--- config.mk ---
export PLATFORM = sky130hd
export DESIGN_NAME = printable_utf8_string_check_core
export DESIGN_NICKNAME = d
export VERILOG_FILES = /design/src/pusc_pkg.sv /design/src/printable_utf8_string_check_core.sv /design/src/pusc_byte_check.sv
export SDC_FILE = /design/constraint.sdc
export NUM_CORES = 1
export LEC_CHECK = 0
export BUFFER_PORTS_ARGS = -buffer_cell sky130_fd_sc_hd__buf_2
export CORE_MARGIN = 1
export CORE_UTILIZATION = 52
export CTS_BUF_LIST = sky130_fd_sc_hd__clkbuf_8
export DETAILED_ROUTE_END_ITERATION = 8
export HOLD_SLACK_MARGIN = 0.03
export PLACE_DENSITY = 0.84
export SYNTH_ARGS = -nofsm -noshare
export SYNTH_HDL_FRONTEND = slang
export SYNTH_HIERARCHICAL = 1
export SYNTH_SLANG_ARGS = --single-unit
--- constraint.sdc ---
create_clock -name clk_i -period 1.9 [get_ports clk_i]
set_clock_uncertainty 0.05 [all_clocks]
set_input_delay 0.285 -clock clk_i [delete_from_list [all_inputs] [get_ports clk_i]]
set_output_delay 0.285 -clock clk_i [all_outputs]
set_load 0.02 [all_outputs]
--- src/pusc_pkg.sv ---
`default_nettype none

package pusc_pkg;

  // Per-byte outcome reported on the result channel
  typedef enum logic [2:0] {
    V_ACCEPT  = 3'd0,
    V_REJECT  = 3'd1,
    V_SKIP    = 3'd2,
    V_END_OK  = 3'd3,
    V_END_BAD = 3'd4
  } verdict_e;

  // Allowed range for the next continuation byte
  typedef enum logic [2:0] {
    TC_ANY  = 3'd0,  // 80..BF
    TC_E0   = 3'd1,  // A0..BF
    TC_ED   = 3'd2,  // 80..9F
    TC_F0   = 3'd3,  // 90..BF
    TC_F4   = 3'd4   // 80..8F
  } tail_class_e;

  typedef logic [7:0] byte_t;

  // Sequence state carried from byte to byte
  typedef struct packed {
    logic [1:0]  tails;
    tail_class_e cls;
    logic        rejected;
  } seq_state_t;

  localparam seq_state_t SeqIdle = '{tails: 2'd0, cls: TC_ANY, rejected: 1'b0};

  // Byte bounds
  localparam byte_t Terminator  = 8'h00;
  localparam byte_t PrintLo     = 8'h20;
  localparam byte_t DelByte     = 8'h7F;
  localparam byte_t Lead2Lo     = 8'hC2;
  localparam byte_t Lead2Hi     = 8'hDF;
  localparam byte_t LeadE0      = 8'hE0;
  localparam byte_t LeadE1      = 8'hE1;
  localparam byte_t LeadED      = 8'hED;
  localparam byte_t LeadEF      = 8'hEF;
  localparam byte_t LeadF0      = 8'hF0;
  localparam byte_t LeadF1      = 8'hF1;
  localparam byte_t LeadF3      = 8'hF3;
  localparam byte_t LeadF4      = 8'hF4;
  localparam byte_t TailLo      = 8'h80;
  localparam byte_t TailHi      = 8'hBF;
  localparam byte_t TailE0Lo    = 8'hA0;
  localparam byte_t TailEDHi    = 8'h9F;
  localparam byte_t TailF0Lo    = 8'h90;
  localparam byte_t TailF4Hi    = 8'h8F;

endpackage : pusc_pkg

`default_nettype wire

--- src/printable_utf8_string_check_core.sv ---
// A beat passes through the input register, then the result register.
// Throughput: one byte per cycle unless the result side stalls; the sequence
// state updates as a byte moves from the input register into the result register.
// Both registers hold a beat while the far side stalls, so no beat is lost.
// Reset (rst_ni low, asynchronous) empties both stages and clears the sequence state.
`default_nettype none

module printable_utf8_string_check_core (
  input  wire                 clk_i,
  input  wire                 rst_ni,
  input  wire                 in_valid_i,
  output logic                in_stall_o,
  input  pusc_pkg::byte_t     data_byte_i,
  output logic                out_valid_o,
  input  wire                 out_stall_i,
  output logic [2:0]          verdict_o
);
  import pusc_pkg::*;

  logic       in_valid_q;
  byte_t      in_byte_q;
  logic       out_valid_q;
  verdict_e   verdict_q;
  verdict_e   verdict_d;
  seq_state_t st_q;
  seq_state_t st_d;
  logic       out_free;
  logic       advance;
  logic       in_take;

  // Handshake: the input stage drains whenever the result stage is free
  assign out_free   = !out_valid_q || !out_stall_i;
  assign advance    = in_valid_q && out_free;
  assign in_stall_o = in_valid_q && !out_free;
  assign in_take    = in_valid_i && !in_stall_o;

  // Per-byte check
  pusc_byte_check u_check (
    .data_byte_i (in_byte_q),
    .st_i        (st_q),
    .verdict_o   (verdict_d),
    .st_o        (st_d)
  );

  // Input stage
  always_ff @(posedge clk_i or negedge rst_ni) begin
    if (!rst_ni) begin
      in_valid_q <= 1'b0;
    end else if (in_take) begin
      in_valid_q <= 1'b1;
    end else if (advance) begin
      in_valid_q <= 1'b0;
    end
  end

  always_ff @(posedge clk_i) begin
    if (in_take) begin
      in_byte_q <= data_byte_i;
    end
  end

  // Result stage and sequence state
  always_ff @(posedge clk_i or negedge rst_ni) begin
    if (!rst_ni) begin
      out_valid_q <= 1'b0;
      st_q        <= SeqIdle;
    end else begin
      if (advance) begin
        out_valid_q <= 1'b1;
        st_q        <= st_d;
      end else if (out_free) begin
        out_valid_q <= 1'b0;
      end
    end
  end

  always_ff @(posedge clk_i) begin
    if (advance) begin
      verdict_q <= verdict_d;
    end
  end

  assign out_valid_o = out_valid_q;
  assign verdict_o   = verdict_q;

  // Checks
  a_idle_class: assert property (@(posedge clk_i) disable iff (!rst_ni)
    (st_q.tails == 2'd0) |-> (st_q.cls == TC_ANY))
    else $error("tail class set with no tails pending");

  a_rej_no_tails: assert property (@(posedge clk_i) disable iff (!rst_ni)
    st_q.rejected |-> (st_q.tails == 2'd0))
    else $error("tails pending on a rejected string");

  a_end_clears: assert property (@(posedge clk_i) disable iff (!rst_ni)
    (advance && (verdict_d == V_END_OK || verdict_d == V_END_BAD))
    |=> (st_q.tails == 2'd0 && !st_q.rejected))
    else $error("terminator did not clear state");

  a_skip_sticky: assert property (@(posedge clk_i) disable iff (!rst_ni)
    (advance && (verdict_d == V_SKIP || verdict_d == V_REJECT)) |=> st_q.rejected)
    else $error("rejection flag lost");

  a_stall_full: assert property (@(posedge clk_i) disable iff (!rst_ni)
    in_stall_o |=> in_valid_q)
    else $error("input stage emptied while stalled");

endmodule : printable_utf8_string_check_core

`default_nettype wire

--- src/pusc_byte_check.sv ---
`default_nettype none

module pusc_byte_check (
  input  pusc_pkg::byte_t      data_byte_i,
  input  pusc_pkg::seq_state_t st_i,
  output pusc_pkg::verdict_e   verdict_o,
  output pusc_pkg::seq_state_t st_o
);
  import pusc_pkg::*;

  logic tail_ok;

  // Continuation byte range for the current tail class
  always_comb begin
    unique case (st_i.cls)
      TC_E0:   tail_ok = (data_byte_i >= TailE0Lo) && (data_byte_i <= TailHi);
      TC_ED:   tail_ok = (data_byte_i >= TailLo)   && (data_byte_i <= TailEDHi);
      TC_F0:   tail_ok = (data_byte_i >= TailF0Lo) && (data_byte_i <= TailHi);
      TC_F4:   tail_ok = (data_byte_i >= TailLo)   && (data_byte_i <= TailF4Hi);
      default: tail_ok = (data_byte_i >= TailLo)   && (data_byte_i <= TailHi);
    endcase
  end

  // Verdict and next sequence state
  always_comb begin
    verdict_o = V_ACCEPT;
    st_o      = st_i;
    priority if (data_byte_i == Terminator) begin
      verdict_o = (st_i.rejected || (st_i.tails != 2'd0)) ? V_END_BAD : V_END_OK;
      st_o      = SeqIdle;
    end else if (st_i.rejected) begin
      verdict_o = V_SKIP;
    end else if (st_i.tails != 2'd0) begin
      if (!tail_ok) begin
        verdict_o   = V_REJECT;
        st_o        = SeqIdle;
        st_o.rejected = 1'b1;
      end else begin
        st_o.tails = st_i.tails - 2'd1;
        st_o.cls   = TC_ANY;
      end
    end else if ((data_byte_i >= PrintLo) && (data_byte_i < DelByte)) begin
      verdict_o = V_ACCEPT;
    end else if ((data_byte_i >= Lead2Lo) && (data_byte_i <= Lead2Hi)) begin
      st_o.tails = 2'd1;
      st_o.cls   = TC_ANY;
    end else if (data_byte_i == LeadE0) begin
      st_o.tails = 2'd2;
      st_o.cls   = TC_E0;
    end else if (data_byte_i == LeadED) begin
      st_o.tails = 2'd2;
      st_o.cls   = TC_ED;
    end else if ((data_byte_i >= LeadE1) && (data_byte_i <= LeadEF)) begin
      st_o.tails = 2'd2;
      st_o.cls   = TC_ANY;
    end else if (data_byte_i == LeadF0) begin
      st_o.tails = 2'd3;
      st_o.cls   = TC_F0;
    end else if (data_byte_i == LeadF4) begin
      st_o.tails = 2'd3;
      st_o.cls   = TC_F4;
    end else if ((data_byte_i >= LeadF1) && (data_byte_i <= LeadF3)) begin
      st_o.tails = 2'd3;
      st_o.cls   = TC_ANY;
    end else begin
      // control bytes, DEL, stray tails and bad leads
      verdict_o     = V_REJECT;
      st_o          = SeqIdle;
      st_o.rejected = 1'b1;
    end
  end

endmodule : pusc_byte_check

`default_nettype wire

==> Yosys cells after proc, flatten, opt, wreduce, memory -nomap -nowiden <==
Index checks and enable logic that the tools add are counted.
{ "op_classes": {"n_addsub": 1, "magnitude_cmp": 14, "eq_ne": 10, "muxes": 38, "reduce_logical": 23} }
{ "ops": {"columns": ["op", "count"], "rows": [
  [">= comparator 8 bit, second input constant", 6],
  ["<= comparator 8 bit, second input constant", 6],
  ["two-way mux 5 bit", 8],
  ["two-way mux 3 bit", 11],
  ["== test 8 bit, second input constant", 4],
  ["two-way mux 6 bit", 4],
  ["two-way mux 1 bit", 14],
  ["logical AND 1 bit", 12],
  [">= comparator 8 x 6 -> 1 bit, second input constant", 1],
  ["logical NOT 8 bit", 1],
  ["< comparator 8 x 7 -> 1 bit, second input constant", 1],
  ["== test 3 x 2 -> 1 bit, second input constant", 2],
  ["nonzero test 2 bit", 3],
  ["logical NOT 1 bit", 4],
  ["one-hot mux 1 bit (4 select lines)", 1],
  ["== test 3 x 1 -> 1 bit, second input constant", 1],
  ["== test 3 bit, second input constant", 1],
  ["!= test 3 x 1 -> 1 bit, second input constant", 1],
  ["AND reduction 3 bit", 1],
  ["logical OR 1 bit", 2],
  ["!= test 2 x 1 -> 1 bit, second input constant", 1],
  ["subtractor 2 x 1 -> 2 bit, second input constant", 1]
]} }
{ "word_totals": {"reg_bits": 19, "in_bits": 12, "word_cells": 93} }

==> Longest topological paths before layout <==
{ "logic_depth": {"ltp_word": 13, "depth_mapped": 7, "ltp_nobuf": 7} }

==> Modules after synthesis <==
Netlist, hierarchy kept.
{ "modules_own_cells": {"columns": ["module", "n_inst", "cells_per_inst", "area_each_um2", "seq_area_each_um2"], "rows": [
  ["printable_utf8_string_check_core", 1, 31, 646.9, 530.5],
  ["pusc_byte_check", 1, 67, 426.7, 0.0]
]} }

==> Worst setup path before layout <==
OpenSTA, ideal clock, no wires.
{ "synth_timing": {"path_kind": "reg2reg", "from": "register st_q[1] (netlist name)", "to": "register st_q[0] (netlist name)", "arrival_ns": 1.605, "path_slack_ns": 0.120, "stages_incl_launch_ff": 6, "path_buffers": 0, "synth_period_minus_slack_ns": 1.780, "path_cell_list": "dfrtp_1 nor3b_1 a2111oi_2 a21oi_1 o31a_1 mux2_2"} }
{ "synth_rtl": {"columns": ["element", "line_no", "rtl"], "rows": [
  ["start: declaration", "printable_utf8_string_check_core.sv:25", "seq_state_t st_q;"],
  ["start signal: assignment", "printable_utf8_string_check_core.sv:66", "st_q <= SeqIdle;"],
  ["start signal: assignment", "printable_utf8_string_check_core.sv:70", "st_q <= st_d;"]
]} }

==> reports/qor.yml <==
clock_path_buffers: 2
yosysWarnings: 6
post_route_cells_drive_above_1_share_pct: 37.7
synth_area_leaders: "edfxtp_1 (31%), dfrtp_1 (19%), mux2_2 (6.3%)"
synth_compound_area_share_pct: 19.1
critPathLaunchType: "flip-flop"
fill_cells: 146
layout_common_cells: "buf_2 (16), buf_4 (14), edfxtp_1 (11), nand2_1 (9), dfrtp_1 (8)"
ant_nets: 0
grt_use_met1_pct: 26.5
path_class: "reg2reg"
synth_mux_area_share_pct: 6.29
dp_hpwl_um: 1610
core_mm2: 0.00194
p_leak_uw: 0.000561
synthAdderAreaFrac_pct: 1.17
syn2layout_area_growth_pct: 24.9
setup_viol: 0
required_ns: 1.99
synth_top_family_by_area: "simple AND/OR/NAND/NOR gates"
max-cap-violations: 0
cts_buffers: 3
ff2ff_setup_slack_ns: 0.01
grt_pass1_wl_um: 3440
synth_area_mm2: 0.00107
htree_levels: 1
critPathMaxStageDelay_ns: 0.51
setup-tns-final_ns: 0
start_util_pct: 55.3
yosysTopAreaCell: "edfxtp_1"
synth_xor_area_share_pct: 0.816
drtIter0Drc: 44
wl_per_cell_um: 15.1
worst_pin_slew_ns: 0.445
ys_ff_latch: 19
fin_cells: 157
clock-root-buffer: "clkbuf_8"
setup_slack_ns: 0.0105
routed_via_density: 6.04
holdWs_ns: 0.150
min-delay-path-class: "in2reg"
die_x_um: 47.4
yosysSeqAreaShare_pct: 49.4
met3_usage_pct: 7.92
cts_tree: "yes"
insertedDiodeCount: 0
avgSynthCellArea_um2: 11.0
die-area_mm2: 0.00225
rsz0062_at_grt: "yes"
grt_usage_pct: 22.6
max_clock_freq_mhz: 529
dp_slack_ns: 0.0635
grt_use_met2_pct: 37.0
nNetsFinal: 144
pin_count: 17
synth-edff-count: 11
io_buffers: 16
syn_inst: 98
final_common_cell: "buf_2"
timing.final.crit_share_pct: 99.4
drt_wl_total_um: 2360
grt_overflow: 0
die_h_um: 47.4
dp.cells: 148
antenna_found_initial: 0
grt_most_used_layer: "met2"
firstDrtPassIters: 4
synth_cell_types: 38
worstPathCellList: "nor4bb_2 -> a2111oi_2 -> a21oi_1 -> o31a_1 -> mux2_2"
cp_num_buf_inv: 0
dpl-instance-area_mm2: 0.00124
cp_data_arrival_time_ns: 1.98
cp_slowest_cell: "edfxtp_1"
stdcell_area_mm2: 0.00134
drc_errors: 0
clock-sinks: 19
syn_nets: 111
async_flop_share_pct: 42.1
power_density_mw_per_mm2: 904
cts.clk_slew.worst_paths_ns: 0.07
worstPathMaxFanout: 8
status: "finished clean"
ir_drop_mv: 0.703
clk_latency_ns: 0.25
grt_pass1_vias: 808
end_kind: "flip-flop"
gp_congestion: 0.900
critPathTopFamily: "compound AO/OA/AOI/OAI gates"
relSlewSlack_pct: 70.3
synth_top_area_share_pct: 30.8
synthFlopType: "edfxtp_1"
period_needed_ns: 1.89
vias: 948
synth_simple_gate_area_share_pct: 19.2
grt_max_degree: 14
row_count: 16
hold_viol: 0
drv_slew: 0
==> where the power goes <==
part	total [µW]	leakage (µW)	internal [µW]	switching [µW]
combinational	395	0.000333	205	189
sequential	546	0.000200	491	54.9
clock	272	0.0000269	144	128
total	1210	0.000561	840	372
==> cells in the mapped netlist (2+ instances only) <==
master / count
edfxtp_1: 11
nand2_1: 9
dfrtp_1: 8
nand3_1: 7
inv_1: 6
mux2_2: 6
nor2_1: 5
a21oi_1: 4
nor3_1: 4
and3_1: 3
a211oi_1: 2
a31oi_1: 2
a32oi_1: 2
and2_1: 2
nand2b_1: 2
nor4_1: 2
o21a_1: 2
==> metal layers <==
metal,part of all wire (%),vias to the layer above,wire (µm)
met5,0,-,0
li1,-,436,-
met4,2.7,0,65
met1,38,445,887
met2,53,54,1240
met3,7.1,13,168
==> final timing paths <==
kind | startpoint | cells past startpoint | to
max in group asynchronous | rst_ni | 2 | st_q[2]$_DFFE_PN0P_
hold / removal | data_byte_i[3] | 1 | in_byte_q[3]$_DFFE_PP_
min in group asynchronous | rst_ni | 2 | st_q[5]$_DFFE_PN0P_
setup reg to reg | in_byte_q[4]$_DFFE_PP_ | 5 | st_q[0]$_DFFE_PN0P_
setup / recovery | in_byte_q[4]$_DFFE_PP_ | 5 | st_q[0]$_DFFE_PN0P_
hold reg to reg | in_valid_q$_DFFE_PN0P_ | 1 | out_valid_o$_DFFE_PN0P_
==> area by class of cell <==
type	instances	area [µm²]	share of cell area [%]
sequential	19	531	39.6
multi-input combinational	70	514	38.3
timing repair buffer	31	195	14.6
clock buffer	3	41.3	3.08
tap	27	33.8	2.52
inverter	6	22.5	1.68
clock inverter	1	3.75	0.280
==> state kept, by name, indices dropped and copies added (netlist names) <==
| signal | count |
|---|---|
| st_q | 6 |
| in_valid_q | 1 |
| out_valid_o | 1 |
| verdict_o | 3 |
| in_byte_q | 8 |
==> cells by family (layout without fill, tap and decap cells) <==
kind of cell             Yosys count  in the layout
AO/OA/AOI/OAI                     23             23
AND/OR/NAND/NOR                   39             39
flip-flops                        19             19
multiplexers                       6              6
buffers and inverters              9             41
adder cells (fa/ha/maj)            1              1
XOR/XNOR                           1              1
==> per-stage QoR <==
step	total power [µW]	utilization [%]
floorplan	769	-
global placement	903	64.0
detailed placement	918	64.0
CTS	1190	66.8
global route	1270	69.1
finish	1210	69.1
==> timing repair <==
action | 4_1_cts | 5_1_grt
buffers inserted | 0 | 4
hold endpoints to repair | 8 | 0
hold buffers | 1 | 0
endpoints found under the setup margin | 0 | 2
gates resized for setup | 0 | 3
(Power assumes the default switching activity.)
